### src/sv/csdm_pkg.sv
// Package for the concentric square-to-disk map: widths, constants, item types.
// Used by every module of the block; depends on nothing.
`timescale 1ns / 1ps

package csdm_pkg;

    localparam int FRAC_BITS    = 16;
    localparam int CORDIC_STEPS = 18;
    localparam int GUARD        = 4;
    localparam int ANGLE_BITS   = 30;
    localparam int FIFO_DEPTH   = 4;

    localparam int IN_W      = FRAC_BITS + 1;
    localparam int OUT_W     = FRAC_BITS + 2;
    localparam int SQ_W      = FRAC_BITS + 2;
    localparam int MAG_W     = FRAC_BITS + 1;
    localparam int DIV_STEPS = FRAC_BITS + 1;
    localparam int DVD_W     = 2 * FRAC_BITS + 2;
    localparam int XY_W      = FRAC_BITS + GUARD + 3;
    localparam int Z_W       = ANGLE_BITS + 2;
    localparam int SC_W      = XY_W + 1 - GUARD;
    localparam int TDATA_IN_W  = ((2 * IN_W + 7) / 8) * 8;
    localparam int TDATA_OUT_W = ((2 * OUT_W + 7) / 8) * 8;

    localparam longint ONE      = longint'(1) << FRAC_BITS;
    localparam longint PI4_Q30  = 843314857;
    localparam longint GAIN_Q30 = 652032874;

    typedef enum logic [1:0] {
        QUAD_0,
        QUAD_90,
        QUAD_180,
        QUAD_270
    } t_quad;

    typedef struct packed {
        logic [MAG_W-1:0] rad;
        logic [MAG_W-1:0] num;
        logic [MAG_W-1:0] den;
        logic             neg;
        t_quad            quad;
    } t_item;

    function automatic logic [ANGLE_BITS-1:0] atan_q30(input int i);
        logic [ANGLE_BITS-1:0] v;
        case (i)
            0:  v = 30'd843314857;
            1:  v = 30'd497837829;
            2:  v = 30'd263043837;
            3:  v = 30'd133525159;
            4:  v = 30'd67021687;
            5:  v = 30'd33543516;
            6:  v = 30'd16775851;
            7:  v = 30'd8388437;
            8:  v = 30'd4194283;
            9:  v = 30'd2097149;
            default: v = (i < ANGLE_BITS) ? (ANGLE_BITS'(1) << (ANGLE_BITS - i)) : '0;
        endcase
        return v;
    endfunction

endpackage

### src/sv/csdm_fifo.sv
// Short queue between front and back stages.
// Depends on csdm_pkg.
`timescale 1ns / 1ps

module csdm_fifo (
    input  logic            i_clk,
    input  logic            i_rst_n,
    input  logic            i_push,
    input  csdm_pkg::t_item i_item,
    output logic            o_full,
    input  logic            i_pop,
    output logic            o_avail,
    output csdm_pkg::t_item o_item
);
    import csdm_pkg::*;

    localparam int PTR_W = $clog2(FIFO_DEPTH);
    localparam int CNT_W = $clog2(FIFO_DEPTH + 1);

    t_item            r_mem [FIFO_DEPTH];
    logic [PTR_W-1:0] r_wr, r_rd;
    logic [CNT_W-1:0] r_cnt;

    assign o_full  = (r_cnt == CNT_W'(FIFO_DEPTH));
    assign o_avail = (r_cnt != '0);
    assign o_item  = r_mem[r_rd];

    always_ff @(posedge i_clk) begin
        if (!i_rst_n) begin
            r_wr  <= '0;
            r_rd  <= '0;
            r_cnt <= '0;
        end else begin
            if (i_push) r_wr <= r_wr + PTR_W'(1);
            if (i_pop)  r_rd <= r_rd + PTR_W'(1);
            r_cnt <= r_cnt + CNT_W'(i_push) - CNT_W'(i_pop);
        end
    end

    always_ff @(posedge i_clk) begin
        if (i_push) begin
            r_mem[r_wr] <= i_item;
        end
    end

    a_no_overflow: assert property (@(posedge i_clk) disable iff (!i_rst_n)
        i_push |-> (!o_full || i_pop))
        else $error("push into full queue");
    a_no_underflow: assert property (@(posedge i_clk) disable iff (!i_rst_n)
        i_pop |-> o_avail)
        else $error("pop from empty queue");
    a_cnt_bound: assert property (@(posedge i_clk) disable iff (!i_rst_n)
        r_cnt <= CNT_W'(FIFO_DEPTH))
        else $error("queue count out of range");

endmodule

### config.mk
export PLATFORM = sky130hd
export DESIGN_NAME = csdm_fifo
export DESIGN_NICKNAME = d
export VERILOG_FILES = /design/src/sv/csdm_pkg.sv /design/src/sv/csdm_fifo.sv
export SDC_FILE = /design/constraint.sdc
export NUM_CORES = 1
export LEC_CHECK = 0
export BUFFER_PORTS_ARGS = -buffer_cell sky130_fd_sc_hd__buf_2
export CAP_MARGIN = 30
export CELL_PAD_IN_SITES_DETAIL_PLACEMENT = 1
export CELL_PAD_IN_SITES_GLOBAL_PLACEMENT = 2
export CORE_MARGIN = 2
export CORE_UTILIZATION = 35
export DETAILED_ROUTE_END_ITERATION = 10
export PLACE_DENSITY = 0.67
export SLEW_MARGIN = 20
export SYNTH_ARGS = -nofsm -noshare
export SYNTH_HDL_FRONTEND = slang
export SYNTH_SLANG_ARGS = --single-unit
### constraint.sdc
create_clock -name i_clk -period 3.9 [get_ports i_clk]
set_input_delay 0 -clock i_clk [delete_from_list [all_inputs] [get_ports i_clk]]
set_output_delay 0 -clock i_clk [all_outputs]
set_load 0.05 [all_outputs]
==> results of run 1 <==
## worst register-to-register path, stage by stage, from the launching register on
cell and delay, ps:
dfxtp_1 330, inv_1 70, ha_1 270, inv_1 40, ha_1 200, fa_1 380
xor3_1 380, nor2_1 40
## cell families (layout without fill, tap and decap cells)
| logic type | count (synthesis) | after routing |
|---|---|---|
| buf+inv | 19 | 222 |
| simple gates | 14 | 14 |
| fa+ha+maj | 7 | 7 |
| xor+xnor | 3 | 3 |
| mux | 55 | 55 |
| compound gates | 2 | 2 |
| flops | 225 | 225 |
## sequential cells by signal, indices dropped and copies added, names as in the netlist, named ones only
register	cells
r_mem	216
r_rd	2
r_cnt	3
r_wr	2
## layout make-up
cell class / instances / area share, %
timing repair buffer: 172 / 11.2
clock inverter: 8 / 0.347
sequential: 225 / 63.8
clock buffer: 35 / 6.44
tap: 319 / 3.82
multi-input combinational: 81 / 14.1
inverter: 7 / 0.251
## routing by layer
layer  wire [µm]  part of all wire (%)  track usage [%]  vias to the layer above
met5           0                     0                0                        -
met4         330                   2.1             3.82                        0
met3         842                   5.4             2.71                       26
met2        7990                    51             22.3                      101
met1        6530                    42             16.5                     2050
li1            -                     -                -                     1746
## cells in the mapped netlist (2+ instances only)
cell      instances
nor2_1            5
buf_12            5
mux4_2           50
xnor2_1           2
and2_1            6
edfxtp_1        216
buf_2             5
ha_1              6
dfxtp_1           9
mux4_1            4
inv_1             7
## through the flow
step	utilization (%)	hold slack [ps]	total power [mW]
finish	44.7	250	5.69
global route	44.7	234	5.92
CTS	44.7	222	5.77
detailed placement	39.2	220	3.68
global placement	39.1	210	3.65
floorplan	-	98.9	3.47
## report_power, final
part | switching (mW) | total [mW] | internal, mW
combinational | 0.529 | 0.811 | 0.282
clock | 0.843 | 2.03 | 1.19
sequential | 0.0630 | 2.84 | 2.78
## worst max-delay path by stage
stage / startpoint / to / slack [ps] / cells after the start
detailed placement: flip-flop / o_item[51] / 2040 / 3
floorplan: r_wr[0] / r_mem[2][0] / 1660 / 3
CTS: flip-flop / o_item[51] / 1490 / 3
global route: flip-flop / o_item[51] / 1390 / 3
global placement: flip-flop / o_item[45] / 1720 / 3
finish: flip-flop / o_item[51] / 1570 / 3
==> metrics.cfg, run 1 <==
[synth]
synthAdderAreaFrac_pct = 1.15
synthXorXnorAreaFrac_pct = 0.497
ys_seq_elements = 225
synth.area.top_cells = edfxtp_1 (78%), mux4_2 (14%), dfxtp_1 (2.2%)
yosysTopAreaCell = edfxtp_1
yosys.area_share.simple_pct = 0.919
synth_flop_cell = edfxtp_1
yosysWarnings = 0
synth-compound-area-share_pct = 0.181
yosysTopAreaCellShare_pct = 78.1
seq_area_frac_synth_pct = 80.3
async_flop_share_pct = 0
yosys-mux-area-fraction_pct = 14.9
synth_edf_count = 216
synthDistinctLibCells = 21
syn-num-nets = 390
syn_area_per_cell_um2 = 25.5
synth_area_um2 = 8300
synth_top_family_by_area = multiplexers
syn_inst = 325

[final_layout]
final_common_cell = edfxtp_1
layout-drive-gt1-share_pct = 38.4
post-route-cell-area_um2 = 10500
fillers = 2237
regArea_um2 = 6670
multi_input_area_um2 = 1480
final_cell_mix = edfxtp_1 (216), buf_2 (113), dlygate4sd3_1 (57)
fin_nets = 576
antenna_cells = 0
area_growth_pct = 26.0
stdcell_count = 847

[sta]
clock.fmax_mhz = 429
final_hold_viol_count = 0
finalSetupTns_ps = 0
clock_skew_ps = 3.37
tightest_slew_ps = 915
min_period_ps = 2330
fin_crit_sh_pct = 59.8
worst_slack_ps = 1570
final_max_slew_viol_count = 0
maxSlewHeadroom_pct = 39.0
grt_setup_unrepaired = no
final-setup-viol-count = 0

[floorplanning]
placementRows = 56
initial_utilization_pct = 35.5
die_h_um = 158
die_area_um2 = 25000
core_um2 = 23400
io_pins = 114
die_w_um = 158

[setup_path]
worst_ep_arrival_time_ps = 2330
critPathMaxFanout = 26
reg2reg_to = r_cnt[2]
required_ps = 3900
crit_family = flip-flops
cp-start-kind = flip-flop
max_stage_delay_ps = 690
worstPathCellList = buf_16 -> mux4_1 -> buf_2
r2r_start = r_cnt[0]
worstRegToRegCells = 7
end_kind = output pin
cp_num_buf_inv = 2
cpMaxStageDelayCell = dfxtp_4
path_class = flip-flop to output pin
r2r_slack_ps = 2100

[drt]
drtPass1Iterations = 4
drt_iter0_drc = 163
vias_per_cell = 4.63
wirelength_mm = 15.7
drcViolationCount = 0
dr_total_vias = 3923
wl_per_cell_um = 18.5
ant_nets = 0

[min_path]
hold_path.class = primary input to flip-flop
hp-start = i_item[3]
whs_path_depth = 2
worstHoldEndpoint = r_mem[0][3]

[clock_tree]
cts_tree = built
clock_latency_ps = 500
clk_pin_slew_ps = 60
htreeDepth = 1
cts_hold_buf = 57
numCtsBuffers = 24
cts_buffer_depth = 3
cts_setup_buffers = 0
clock-root-buffer = clkbuf_16
clkSinkCount = 225
cts.repair.resized = 0

[power_and_ir_drop]
peakVddDrop_mv = 0.318
leakage_nw = 3.57
powerDensity_nw_per_um2 = 544

[place]
port-buffer-count = 113
place_ws_ps = 2040
place_area_um2 = 9180
place_congestion = 0.696
dp_cells = 747
dp_hpwl_mm = 8.68

[global_routing]
grt_max_degree = 55
grt_pass1_wl_mm = 24.1
grt_pass1_vias = 4319
antenna_found_initial = 0
grt_use_total_pct = 12.9
grt_overflow = 0

[job]
maxCapViolCount = 0

[status]
status = finished, final reports clean

(Power assumes the default switching activity.)
==> inputs of run 2 (changes only) <==
==> constraint.sdc (replaced) <==
create_clock -name i_clk -period 2.4 [get_ports i_clk]
set_input_delay 0 -clock i_clk [delete_from_list [all_inputs] [get_ports i_clk]]
set_output_delay 0 -clock i_clk [all_outputs]
set_load 0.05 [all_outputs]
==> run 2 against run 1 <==
Net effect:
- design area up 2.9%
- core utilization up 1.3 points
- sequential power up 62%
- highest routed layer unchanged
==> metrics.cfg, run 2 (synthesis results as in run 1) <==
[status]
status = finished, final reports clean

[final_layout]
fin_nets = 588  ; +2.1%
stdcell_count = 860  ; +1.5%
antenna_cells = 0  ; unchanged
area_growth_pct = 29.6
layout-drive-gt1-share_pct = 41.4  ; +3.0 points
final_cell_mix = edfxtp_1 (216), buf_2 (113), dlygate4sd3_1 (58)
final_common_cell = edfxtp_1
reg_top3 = r_mem: 216 flops, r_cnt: 3 flops
largest_register = r_mem
largest_reg_flops = 216  ; unchanged

[place]
dp_cells = 758  ; +1.5%
place_ws_ps = 630  ; -1410 ps
port-buffer-count = 113  ; unchanged
place_congestion = 0.703  ; +1.1%
dp_hpwl_mm = 10.1  ; +16%

[clock_tree]
cts_tree = built
htreeDepth = 1  ; unchanged
clkSinkCount = 225  ; unchanged
cts_buffer_depth = 3  ; unchanged
cts_setup_buffers = 0  ; unchanged
clk_pin_slew_ps = 60  ; about the same
numCtsBuffers = 24  ; unchanged
clock-root-buffer = clkbuf_16
clock_latency_ps = 500  ; about the same
cts.repair.resized = 0  ; unchanged

[floorplanning]
core_um2 = 23400  ; unchanged
initial_utilization_pct = 35.5  ; unchanged
die_area_um2 = 25000  ; unchanged
io_pins = 114  ; unchanged
placementRows = 56  ; unchanged
die_h_um = 158  ; unchanged
die_w_um = 158  ; unchanged

[power_and_ir_drop]
leakage_nw = 3.70  ; +3.7%
peakVddDrop_mv = 0.418  ; +32%
powerDensity_nw_per_um2 = 924  ; +70%

[sta]
holdWs_ps = 245  ; -5.01 ps
finalSetupTns_ps = 0  ; unchanged
tightest_slew_ps = 475  ; -441 ps
maxSlewHeadroom_pct = 68.4  ; +29 points
grt_setup_unrepaired = no
final_hold_viol_count = 0  ; unchanged
clock.fmax_mhz = 487
fin_crit_sh_pct = 85.6
final-setup-viol-count = 0  ; unchanged
clock_skew_ps = 5.78  ; +2.41 ps
worst_slack_ps = 345  ; -1220 ps
min_period_ps = 2050
final_max_slew_viol_count = 0  ; unchanged

[setup_path]
critPathMaxFanout = 23  ; -12%
path_class = flip-flop to output pin
cp-start-kind = flip-flop
required_ps = 2400  ; -1500 ps
end_kind = output pin
worst_ep_arrival_time_ps = 2050  ; -280 ps

[global_routing]
antenna_found_initial = 0  ; unchanged
grt_overflow = 0  ; unchanged
grt_max_degree = 29  ; -47%
grt_pass1_wl_mm = 25.2  ; +4.4%
grt_use_total_pct = 13.4  ; +0.48 points
grt_pass1_vias = 4418  ; +2.3%

[drt]
wirelength_mm = 16.5  ; +5.4%
ant_nets = 0  ; unchanged
drt_iter0_drc = 189  ; +16%
drtPass1Iterations = 5  ; +1
wl_per_cell_um = 19.2  ; +3.8%
vias_per_cell = 4.62  ; -0.33%
dr_total_vias = 3970  ; +1.2%
drcViolationCount = 0  ; unchanged

[min_path]
hold_path.class = primary input to flip-flop

[job]
maxCapViolCount = 0  ; unchanged

==> run 2: cell count changes in the layout (fill, tap and decap cells not counted) <==
cell           change
bufinv_16          +5
buf_16             -1
clkbuf_8           -1
dlygate4sd3_1      +1
clkinv_2           -2
buf_12             +6
clkinvlp_4         +6
buf_4              +6
clkbuf_1           -9
inv_6              +2
==> run 2: cell type report <==
class                           count  area, µm²
Clock inverter                     19        239
Timing Repair Buffer              184       1320
Sequential cell                   225       6670
Inverter                            7       26.3
Multi-Input combinational cell     81       1480
Fill cell                        2232      12600
Tap cell                          319        399
Clock buffer                       25        626
==> run 2: path summary, 6_finish.rpt <==
path | from | endpoint | slack [ps] | cells after the start
worst max-delay path | flip-flop | o_item[51] | 350 | 3
worst min-delay path | i_item[28] | r_mem[3][28] | 240 | 2
worst max register to register | r_cnt[0] | r_cnt[2] | 590 | 7
worst min register to register | r_rd[0] | flip-flop | 540 | 2
==> run 2: metrics by stage <==
step,utilization [%],power (mW),area [µm²]
floorplan,-,5.65,8300
global placement,39.8,5.98,9320
detailed placement,39.8,6.01,9320
CTS,46.0,10.1,10800
global route,46.0,10.3,10800
finish,46.0,9.95,10800
==> run 2: per-layer routing <==
layer,GRT usage (%),wire length (µm),vias to the layer above
met3,2.85,786,19
met4,3.22,231,0
met1,17.4,7060,2077
met5,0,0,-
li1,-,-,1774
met2,23.2,8460,100
==> run 2: critical path, stage by stage (launching register included) <==
cell     delay, ps
dfxtp_4        450
buf_12         250
mux4_1         610
buf_2          240
==> run 2: power by group <==
part	internal [mW]	switching [mW]
registers	4.51	0.0754
clock network	2.45	1.52
logic	0.490	0.904
total	7.45	2.50
==> run 2: timing repair <==
action | CTS | global route
hold buffers | 58 | 0
endpoints found under the hold margin | 225 | 0
setup endpoints to repair | 0 | 0
