## src/sv/csdm_pkg.sv

```systemverilog
// Package for the concentric square-to-disk map: widths, constants, item types.
// Used by every module of the block; depends on nothing.
`timescale 1ns / 1ps

package csdm_pkg;

    localparam int FRAC_BITS    = 16;
    localparam int CORDIC_STEPS = 18;
    localparam int GUARD        = 4;
    localparam int ANGLE_BITS   = 30;
    localparam int FIFO_DEPTH   = 4;

    localparam int IN_W      = FRAC_BITS + 1;
    localparam int OUT_W     = FRAC_BITS + 2;
    localparam int SQ_W      = FRAC_BITS + 2;
    localparam int MAG_W     = FRAC_BITS + 1;
    localparam int DIV_STEPS = FRAC_BITS + 1;
    localparam int DVD_W     = 2 * FRAC_BITS + 2;
    localparam int XY_W      = FRAC_BITS + GUARD + 3;
    localparam int Z_W       = ANGLE_BITS + 2;
    localparam int SC_W      = XY_W + 1 - GUARD;
    localparam int TDATA_IN_W  = ((2 * IN_W + 7) / 8) * 8;
    localparam int TDATA_OUT_W = ((2 * OUT_W + 7) / 8) * 8;

    localparam longint ONE      = longint'(1) << FRAC_BITS;
    localparam longint PI4_Q30  = 843314857;
    localparam longint GAIN_Q30 = 652032874;

    typedef enum logic [1:0] {
        QUAD_0,
        QUAD_90,
        QUAD_180,
        QUAD_270
    } t_quad;

    typedef struct packed {
        logic [MAG_W-1:0] rad;
        logic [MAG_W-1:0] num;
        logic [MAG_W-1:0] den;
        logic             neg;
        t_quad            quad;
    } t_item;

    function automatic logic [ANGLE_BITS-1:0] atan_q30(input int i);
        logic [ANGLE_BITS-1:0] v;
        case (i)
            0:  v = 30'd843314857;
            1:  v = 30'd497837829;
            2:  v = 30'd263043837;
            3:  v = 30'd133525159;
            4:  v = 30'd67021687;
            5:  v = 30'd33543516;
            6:  v = 30'd16775851;
            7:  v = 30'd8388437;
            8:  v = 30'd4194283;
            9:  v = 30'd2097149;
            default: v = (i < ANGLE_BITS) ? (ANGLE_BITS'(1) << (ANGLE_BITS - i)) : '0;
        endcase
        return v;
    endfunction

endpackage

```

## src/sv/csdm_front.sv

```systemverilog
// Front stage: clamp the square point, recentre it and pick the region.
// Depends on csdm_pkg.
`timescale 1ns / 1ps

module csdm_front (
    input  logic                    i_clk,
    input  logic                    i_rst_n,
    input  logic                    i_valid,
    output logic                    o_ready,
    input  logic [csdm_pkg::IN_W-1:0] i_x,
    input  logic [csdm_pkg::IN_W-1:0] i_y,
    input  logic                    i_full,
    output logic                    o_push,
    output csdm_pkg::t_item         o_item
);
    import csdm_pkg::*;

    logic                   r_valid;
    t_item                  r_item;
    t_item                  n_item;
    logic [IN_W-1:0]        w_xs, w_ys;
    logic signed [SQ_W:0]   w_a_ext, w_b_ext, w_sum;
    logic signed [SQ_W-1:0] w_a, w_b;
    logic [SQ_W-1:0]        w_a_abs, w_b_abs;
    logic [MAG_W-1:0]       w_ma, w_mb;

    assign o_push  = r_valid && !i_full;
    assign o_ready = !r_valid || !i_full;
    assign o_item  = r_item;

    always_comb begin
        w_xs    = (i_x > IN_W'(ONE)) ? IN_W'(ONE) : i_x;
        w_ys    = (i_y > IN_W'(ONE)) ? IN_W'(ONE) : i_y;
        w_a_ext = $signed({1'b0, w_xs, 1'b0}) - $signed((SQ_W+1)'(ONE));
        w_b_ext = $signed({1'b0, w_ys, 1'b0}) - $signed((SQ_W+1)'(ONE));
        w_a     = w_a_ext[SQ_W-1:0];
        w_b     = w_b_ext[SQ_W-1:0];
        w_sum   = w_a_ext + w_b_ext;
        w_a_abs = w_a[SQ_W-1] ? SQ_W'(-w_a) : SQ_W'(w_a);
        w_b_abs = w_b[SQ_W-1] ? SQ_W'(-w_b) : SQ_W'(w_b);
        w_ma    = w_a_abs[MAG_W-1:0];
        w_mb    = w_b_abs[MAG_W-1:0];
        if (w_sum > 0) begin
            if (w_a > w_b) begin
                n_item = '{rad: w_ma, num: w_mb, den: w_ma, neg: w_b < 0, quad: QUAD_0};
            end else begin
                n_item = '{rad: w_mb, num: w_ma, den: w_mb, neg: w_a > 0, quad: QUAD_90};
            end
        end else begin
            if (w_a < w_b) begin
                n_item = '{rad: w_ma, num: w_mb, den: w_ma, neg: w_b > 0, quad: QUAD_180};
            end else if (w_b != 0) begin
                n_item = '{rad: w_mb, num: w_ma, den: w_mb, neg: w_a < 0, quad: QUAD_270};
            end else begin
                // origin: force a zero ratio
                n_item = '{rad: '0, num: '0, den: MAG_W'(1), neg: 1'b0, quad: QUAD_270};
            end
        end
    end

    always_ff @(posedge i_clk) begin
        if (!i_rst_n) begin
            r_valid <= 1'b0;
        end else if (o_ready) begin
            r_valid <= i_valid;
        end
    end

    always_ff @(posedge i_clk) begin
        if (o_ready && i_valid) begin
            r_item <= n_item;
        end
    end

endmodule

```

## config.mk

```make
export PLATFORM = sky130hd
export DESIGN_NAME = csdm_front
export DESIGN_NICKNAME = d
export VERILOG_FILES = /design/src/sv/csdm_pkg.sv /design/src/sv/csdm_front.sv
export SDC_FILE = /design/constraint.sdc
export NUM_CORES = 1
export LEC_CHECK = 0
export BUFFER_PORTS_ARGS = -buffer_cell sky130_fd_sc_hd__buf_2
export CAP_MARGIN = 10
export CORE_UTILIZATION = 52
export DETAILED_ROUTE_END_ITERATION = 8
export PLACE_DENSITY_LB_ADDON = 0.1
export RECOVER_POWER = 100
export SYNTH_ARGS = -nofsm -noshare
export SYNTH_HDL_FRONTEND = slang
export SYNTH_SLANG_ARGS = --single-unit
```

## constraint.sdc

```tcl
create_clock -name i_clk -period 4.9 [get_ports i_clk]
set_input_delay 0.735 -clock i_clk [delete_from_list [all_inputs] [get_ports i_clk]]
set_output_delay 0.735 -clock i_clk [all_outputs]
set_load 0.03 [all_outputs]
```

==> out/metrics.yaml, run 1 <==
placement:
  dpl-instance-area_sq_um: 5931
  place_inst: 860
  place_hpwl_um: 12560
  routabilityCongestion: 1.002
  place_ws_ps: -277.5
  numPortBuffers: 91
power_and_ir_drop:
  leakagePower_nw: 2.551
  powerDensity_nw_per_um2: 252.7
  total_power_mw: 1.537
  peakVddDrop_uv: 146.6
worst_hold_path:
  holdCritStartpoint: "r_valid"
  hp-class: "reg2reg"
  hold_end: "r_valid"
  worstHoldPathCells: 2
final_layout:
  antenna_cells: 0
  nets: 815
  stdcell_count: 870
  final_util: 0.6520
  fill_cells: 854
  area_growth_pct: 20.11
  finalInstanceArea_sq_um: 6082
  drive_above_1_share: 0.2267
global_routing:
  grt.busiest_layer: "met2"
  track_usage: 0.3113
  grt.overflow.total: 0
  grt.met3_usage: 0.02913
  grt_start_max_net_pins: 37
  grt_pass1_wl_um: 24320
  grt_pass1_vias: 4845
  grt_antenna_before_repair: 0
  use_met1: 0.3736
  grt_use_met2: 0.5490
cts:
  root_buffer: "clkbuf_8"
  htreeDepth: 2
  cts_buffers: 5
  cts_num_sinks: 37
  cts_buffer_depth: 2
  clock_latency_ps: 290
  cts_tree: "yes"
  clkTransAtPathRegs_ps: 70
run:
  max_cap_viol_count: 1
die:
  io_pins: 94
  design.core.area_sq_um: 9328
  die_height_um: 100.7
  rows: 35
  dieArea_sq_um: 10140
  initial_core_util: 0.5429
  die_w_um: 100.7
timing:
  clock.fmax_mhz: 210.5
  worst_pin_slew_ps: 1898
  min_period_over_period: 0.9694
  max_slew_margin: -0.2651
  slew_violations: 37
  finalSetupViolations: 0
  finalWorstSetupSlack_ps: 149.8
  hold_viol_final: 0
  fin_crit_ps: 4750
  clock_skew_ps: 6.790
synth:
  synth-simple-area-share: 0.2478
  yosysMostFrequentCell: "nor2_1"
  synth_largest_area_cell: "edfxtp_1"
  synth_area_leaders: "edfxtp_1 21%, ha_1 8.9%, nor2_1 4.7%, a21oi_1 3.9%, nor2b_1 3.7%"
  async_flop_share: 0
  yosys_warnings: 0
  synth_compound_area_frac: 0.2456
  syn_area_sq_um: 5064
  synth-xor-area-share: 0.04670
  synth_edf_count: 36
  synth_top_area_share: 0.2135
  ys_ff_latch: 37
  syn_area_per_cell_sq_um: 8.115
  syn_inst: 624
  synthAdderAreaFrac: 0.09291
  synth_common_cells: "63 x nor2_1, 39 x a21oi_1, 36 x edfxtp_1, 36 x ha_1, 34 x inv_1"
  synth.distinct_cells: 86
  synth_top_family_by_area: "simple AND/OR/NAND/NOR gates"
  ys_seq_area_frac: 0.2174
  synth.area.mux_share: 0.06054
  ys.flop_type: "edfxtp_1"
setup_path:
  ff2ff_setup_slack_ps: 2610
  cp_data_arrival_time_ps: 4800
  start_kind: "primary input"
  crit_type: "in2reg"
  cpPeakStageDelay_ps: 440
  rr_endpoint: "o_item[41]"
  crit_chain: "buf_2 > or3_1 > or4_1 > nor3_1 > nor2b_1 > nor2b_2 > ha_1 > buf_4 > inv_1 > a21o_1 > o221a_2 > o2111a_1 > nand4_1 > nor4_4 > buf_4 > a21oi_2 > a21oi_4 > buf_12 > mux2_4"
  r2r_start: "r_valid"
  worst_r2r_path_depth: 3
  crit_slowest_cell: "or4_1"
  crit_required_ps: 4950
  cp_max_fo: 9
  setup.worst_path.end_class: "register"
  worst_path_most_repeated_cell: "buf_4"
routing:
  drtIter0Drc: 223
  wl_per_cell_um: 18.11
  vias: 5152
  via_per_inst: 5.922
  totalWireLength_um: 15760
  drtPass1Iterations: 6
  drc: 0
  antenna_left: 0
run_status:
  violations: "max-capacitance violations, max-slew violations"
  outcome: "finished with violations"
registers in the layout (all words and copies together), names as in the netlist:
signal / count
o_item: 36
r_valid: 1
worst max-delay path by stage:
stage	startpoint	cells after the start	slack, ps	endpoint
floorplan	i_y[2]	17	0.2	o_item[41]
global placement	i_y[2]	18	-200	o_item[41]
detailed placement	i_y[2]	18	-280	o_item[48]
CTS	i_y[2]	18	30	o_item[48]
global route	i_y[6]	20	-20	o_item[3]
finish	i_x[9]	19	150	o_item[43]
cell usage in the layout, fill, tap and decap left out, drive strengths merged, types with 5 or more instances in the layout:
cell,instances
mux2,13
inv,36
and3,6
clkbuf,61
o21a,7
a31oi,8
a21oi,41
buf,105
o211ai,6
nor2b,31
o221ai,7
o21bai,5
nor3,19
a22oi,12
a211oi,13
edfxtp,36
ha,36
o21ai,29
mux2i,13
xnor2,17
nand4,6
xor2,10
nor4,7
nor2,64
nand3,12
nand2,33
a21o,6
nand2b,27
or2,8
worst max-delay path: cells and delay by family:
family | cells | cell delay [ps]
multiplexers | 1 | 300
buffers and inverters | 5 | 720
adder cells (fa/ha/maj) | 1 | 290
AO/OA/AOI/OAI | 5 | 770
AND/OR/NAND/NOR | 7 | 1970
stage by stage:
| step | hold slack (ps) | setup TNS, ps |
|---|---|---|
| after CTS | 541.2 | 0 |
| after global routing | 572.3 | -41.26 |
| after floorplan | 486.5 | 0 |
| after detailed placement | 529.8 | -6940 |
| final | 538.3 | 0 |
| after global placement | 513.7 | -4682 |
report_power, final:
part | internal (mW) | switching, mW
Combinational | 0.324 | 0.523
Sequential | 0.416 | 0.0150
Clock | 0.150 | 0.110
metal layers:
layer / wire, um / share of wire
met5: 0 / 0
met4: 809 / 0.051
met3: 888 / 0.056
met2: 7665 / 0.49
met1: 6395 / 0.41
repair_timing:
action	4_1_cts	5_1_grt
hold buffers	0	0
hold endpoints to repair	0	0
setup endpoints to repair	0	35
buffers inserted	0	2
resized for setup	0	20
cells by family after synthesis:
group | after synthesis
simple gates | 236
fa+ha+maj | 37
compound gates | 171
xor+xnor | 27
flops | 37
other cells | 1
mux | 26
buf+inv | 89
layout make-up:
cell class              count  area [sq um]  area share
multi-input cells         499          3620      0.5951
inverters                  36         140.1     0.02304
flip-flops and latches     37          1101      0.1810
well taps                 129         161.4     0.02654
clock buffers               5         68.82     0.01131
clock inverters             3         41.29    0.006789
repair buffers            161         949.7      0.1561
(Power assumes the default switching activity.)
==> run 2, diff against run 1 <==
CORE_UTILIZATION = 53   (was 52)
CTS_BUF_LIST = sky130_fd_sc_hd__clkbuf_8   (was default)
==> out/metrics.yaml, run 2 (same netlist as run 1, synthesis figures left out) <==
cts:
  ctsHoldBuffers: 0
  htreeDepth: 2
  cts_num_sinks: 37
  cts_buffer_depth: 2
  clkTransAtPathRegs_ps: 80
  clock_latency_ps: 290
  root_buffer: "clkbuf_8"
  cts_buffers: 5
  cts_tree: "yes"
final_layout:
  finalInstanceArea_sq_um: 6110
  antenna_cells: 0
  area_growth_pct: 20.66
  drive_above_1_share: 0.2319
  final_util: 0.6612
  nets: 820
  final_cell_mix: "68 x buf_4, 63 x nor2_1, 58 x clkbuf_1"
  largest_register_ffs: 36
  final_common_cell: "buf_4"
  fill_cells: 822
timing:
  finalSetupViolations: 0
  clock_skew_ps: 6.424
  max_slew_margin: -0.2106
  fin_tns_setup_ps: 0
  slew_violations: 37
  min_period_over_period: 0.9701
  clock.fmax_mhz: 210.4
  whs_ps: 534.5
  hold_viol_final: 0
  grt_setup_unrepaired: "no"
  worst_pin_slew_ps: 1816
  fin_crit_ps: 4754
routing:
  wl_per_cell_um: 17.32
  via_per_inst: 5.807
  totalWireLength_um: 15160
  drtPass1Iterations: 5
  drtIter0Drc: 255
  antenna_left: 0
  drc: 0
  vias: 5081
placement:
  place_hpwl_um: 12380
  dpl-instance-area_sq_um: 5961
  routabilityCongestion: 1.044
  numPortBuffers: 91
power_and_ir_drop:
  seqPwrFrac: 0.283
  internal_power_mw: 0.8840
  clockPowerShare: 0.167
  leakagePower_nw: 2.571
  powerDensity_nw_per_um2: 249.7
  swShare: 0.4205
  total_power_mw: 1.525
  peakVddDrop_uv: 117.2
  p_switching_mw: 0.6414
  p_comb_frac: 0.550
setup_path:
  crit_type: "in2reg"
  worst_r2r_path_depth: 3
  setup.worst_path.end_class: "register"
  crit_required_ps: 4940
  r2r_start: "r_valid"
  ff2ff_setup_slack_ps: 2660
  rr_endpoint: "o_item[23]"
  start_kind: "primary input"
  cp_data_arrival_time_ps: 4790
  critPathCapture: "o_item[21]"
  worstSetupStartpoint: "i_y[2]"
  cp_max_fo: 6
global_routing:
  grt_antenna_before_repair: 0
  track_usage: 0.3076
  grt_pass1_wl_um: 23960
  grt.overflow.total: 0
  grt_pass1_vias: 4836
  grt_start_max_net_pins: 37
die:
  rows: 35
  dieArea_sq_um: 9949
  die_w_um: 99.75
  io_pins: 94
  die_height_um: 99.75
  design.core.area_sq_um: 9240
  initial_core_util: 0.5480
run:
  max_cap_viol_count: 1
worst_hold_path:
  hp-class: "reg2reg"
run_status:
  outcome: "finished with violations"
  violations: "max-capacitance violations, max-slew violations"
==> run 2: cell count changes in the layout (fill, tap and decap cells not counted), moves of 2 or more <==
| cell | delta |
|---|---|
| nor3_1 | -3 |
| nor3_2 | +3 |
| clkbuf_1 | +2 |
| buf_4 | +3 |
==> run 2: critical path, cell delays in order <==
cell and delay, ps:
buf_2 100, or4_1 570, nor3_2 190, and4b_1 240
nand2b_4 150, nand2_1 90, ha_2 410, nor2_1 110
a2111oi_4 390, nor2_1 110, a311oi_2 200, nand4_1 190
nor4_4 380, buf_4 190, a31oi_1 150, a211oi_1 250
clkbuf_1 220, o22ai_1 110
==> run 2: per-stage QoR <==
stage	setup slack, ps	std cells
2_1_floorplan	0.1514	625
3_3_place_gp	-184.8	864
3_5_place_dp	-217.0	864
4_1_cts	82.79	872
5_1_grt	6.873	875
6_report	146.5	875
==> run 2: worst min-delay path by stage <==
| stage | slack [ps] | startpoint | endpoint | cells after the start |
|---|---|---|---|---|
| after floorplan | 490 | r_valid | r_valid | 2 |
| after global placement | 520 | r_valid | r_valid | 2 |
| after detailed placement | 530 | r_valid | r_valid | 2 |
| after CTS | 540 | r_valid | r_valid | 2 |
| after global routing | 570 | r_valid | r_valid | 2 |
| final | 530 | r_valid | r_valid | 2 |
==> run 2: area by class of cell <==
type	instances	area, sq um	share of cell area
sequential	37	1101	0.1802
tap	129	161.4	0.02642
clock inverter	3	41.29	0.006758
multi-input combinational	499	3621	0.5927
inverter	36	140.1	0.02294
timing repair buffer	166	975.9	0.1597
clock buffer	5	68.82	0.01126
==> run 2: power by group through the flow <==
| stage | logic, mW | registers (mW) | clock network [mW] |
|---|---|---|---|
| final | 0.838 | 0.432 | 0.255 |
| after global routing | 0.899 | 0.437 | 0.274 |
| after CTS | 0.840 | 0.429 | 0.260 |
| after detailed placement | 0.838 | 0.435 | 0 |
| after global placement | 0.824 | 0.434 | 0 |
| after floorplan | 0.496 | 0.531 | 0 |
==> run 2: per-layer routing <==
layer,vias up,global-route usage,routed length (um)
met5,-,0,0
met4,0,0.1324,571
met3,40,0.01616,670
met2,189,0.5427,7370
met1,2358,0.3889,6545
li1,2494,-,-
==> run 2: timing repair <==
action                                  in CTS  in global routing
setup buffers                                0                  3
gates resized for setup                      0                 20
endpoints found under the setup margin       0                 34
hold endpoints to repair                     0                  0
==> run 3, diff against run 2 <==
BUFFER_PORTS_ARGS = default   (was -buffer_cell sky130_fd_sc_hd__buf_2)
CORE_UTILIZATION = 61   (was 53)
DONT_BUFFER_PORTS = 1   (was default)
==> out/metrics.yaml, run 3 (same netlist as run 1, synthesis figures left out) <==
setup_path:
  critPathBufInv: 2
  worst_r2r_path_depth: 3
  ff2ff_setup_slack_ps: 2360
  cpPeakStageDelay_ps: 580
  cp_max_fo: 9
  crit_chain: "or4_1 > nor3_2 > and4b_1 > nand2b_1 > nand2_1 > ha_1 > o21bai_2 > a2111oi_4 > nor2_1 > a311oi_1 > nand4_1 > nor4_4 > buf_4 > a21oi_2 > a21oi_4 > buf_12 > mux2_1"
  rr_endpoint: "o_item[41]"
  crit_required_ps: 4950
  r2r_start: "r_valid"
  cp_data_arrival_time_ps: 4770
  crit_slowest_cell: "or4_1"
  setup.worst_path.end_class: "register"
  crit_type: "in2reg"
  path_delay_family: "simple AND/OR/NAND/NOR gates"
  start_kind: "primary input"
cts:
  cts_buffer_depth: 2
  cts_tree: "yes"
  htreeDepth: 2
  cts_num_sinks: 37
  root_buffer: "clkbuf_8"
  clock_latency_ps: 300
  cts_setup_buffers: 0
  cts_buffers: 5
  clkTransAtPathRegs_ps: 70
routing:
  vias: 4873
  via_per_inst: 6.648
  antenna_left: 0
  wl_per_cell_um: 20.56
  drtIter0Drc: 305
  drc: 0
  totalWireLength_um: 15070
  drtPass1Iterations: 5
power_and_ir_drop:
  leakagePower_nw: 2.259
  p_switching_mw: 0.6119
  seqPwrFrac: 0.377
  peakVddDrop_uv: 133.3
  p_comb_frac: 0.413
  swShare: 0.4062
  powerDensity_nw_per_um2: 276.0
  total_power_mw: 1.506
  internal_power_mw: 0.8944
  clockPowerShare: 0.210
timing:
  hold_viol_final: 0
  worst_pin_slew_ps: 1940
  finalSetupViolations: 0
  min_period_over_period: 0.9640
  max_slew_margin: -0.2936
  grt_setup_unrepaired: "no"
  slew_violations: 37
  clock_skew_ps: 4.141
  clock.fmax_mhz: 211.7
  fin_crit_ps: 4724
  finalWorstSetupSlack_ps: 176.4
final_layout:
  final_cell_mix: "63 x nor2_1, 44 x buf_4, 39 x a21oi_1"
  fill_cells: 653
  largest_register_ffs: 36
  multiInputGateArea_sq_um: 3528
  drive_above_1_share: 0.1569
  final_common_cell: "nor2_1"
  area_growth_pct: 7.759
  final-seq-area_sq_um: 1101
  antenna_cells: 0
  nets: 705
die:
  die_height_um: 93.11
  initial_core_util: 0.6420
  rows: 32
  die_w_um: 93.11
  dieArea_sq_um: 8669
  io_pins: 94
  design.core.area_sq_um: 7888
global_routing:
  grt_antenna_before_repair: 0
  grt.overflow.total: 0
  grt_start_max_net_pins: 37
  grt_pass1_vias: 4688
  grt_pass1_wl_um: 23710
  track_usage: 0.3528
placement:
  place_ws_ps: -110.5
  routabilityCongestion: 0.9609
  numPortBuffers: 0
  place_hpwl_um: 11870
worst_hold_path:
  hp-class: "reg2reg"
  hold_end: "r_valid"
  worstHoldPathCells: 2
  holdCritStartpoint: "r_valid"
run:
  max_cap_viol_count: 1
run_status:
  outcome: "finished with violations"
  violations: "max-capacitance violations, max-slew violations"
-- run 3: cell types whose count changed in the layout (fill, tap and decap cells not counted), sizes merged --
cell	before	now
clkbuf	64	8
bufinv	1	2
clkinvlp	1	0
buf	107	48
-- run 3: per-layer routing --
layer | routed length, um | global-route usage
met1 | 5904 | 0.4122
met2 | 7259 | 0.6097
met3 | 1072 | 0.05528
met4 | 836 | 0.2051
met5 | 0 | 0
-- run 3: power groups by stage --
| stage | registers [mW] | clock network, mW | logic (mW) |
|---|---|---|---|
| after floorplan | 0.531 | 0 | 0.496 |
| after global placement | 0.573 | 0 | 0.589 |
| after detailed placement | 0.576 | 0 | 0.610 |
| after CTS | 0.569 | 0.317 | 0.615 |
| after global routing | 0.575 | 0.329 | 0.669 |
| final | 0.568 | 0.316 | 0.623 |
-- run 3: area by class of cell --
| class | instances | share of cell area |
|---|---|---|
| Clock buffer | 5 | 0.01261 |
| Sequential cell | 37 | 0.2018 |
| Multi-Input combinational cell | 499 | 0.6466 |
| Clock inverter | 3 | 0.01192 |
| Timing Repair Buffer | 51 | 0.07796 |
| Tap cell | 102 | 0.02339 |
| Inverter | 36 | 0.02568 |
-- run 3: worst max path at each step --
stage / cells after the start / to / slack, ps / startpoint
final: 17 / o_item[41] / 180 / i_y[2]
after global routing: 19 / o_item[33] / 3 / i_x[9]
after CTS: 18 / o_item[49] / 200 / i_y[2]
after detailed placement: 18 / o_item[42] / -110 / i_y[2]
after global placement: 18 / o_item[41] / 30 / i_x[9]
after floorplan: 17 / o_item[41] / 0.2 / i_y[2]
-- run 3: what timing repair did --
action | in CTS | in global routing
gates resized for setup | 0 | 3
setup endpoints to repair | 0 | 19
hold buffers | 0 | 0
-- run 3: per-stage QoR --
step / utilization / hold slack, ps / TNS [ps] / cells / cell area [sq um]
CTS: 0.6923 / 534.6 / 0 / 733 / 5460
detailed placement: 0.6753 / 523.1 / -1153 / 725 / 5326
finish: 0.6918 / 530.9 / 0 / 733 / 5456
global route: 0.6918 / 572.0 / 0 / 733 / 5456
global placement: 0.6753 / 506.3 / 0 / 725 / 5326
floorplan: - / 486.5 / 0 / 625 / 5072
-- run 3: worst min-delay path: cells and delay by family, from the launching register on --
kind	cells	cell delay (ps)
flops	1	320
compound gates	1	120
simple gates	1	50
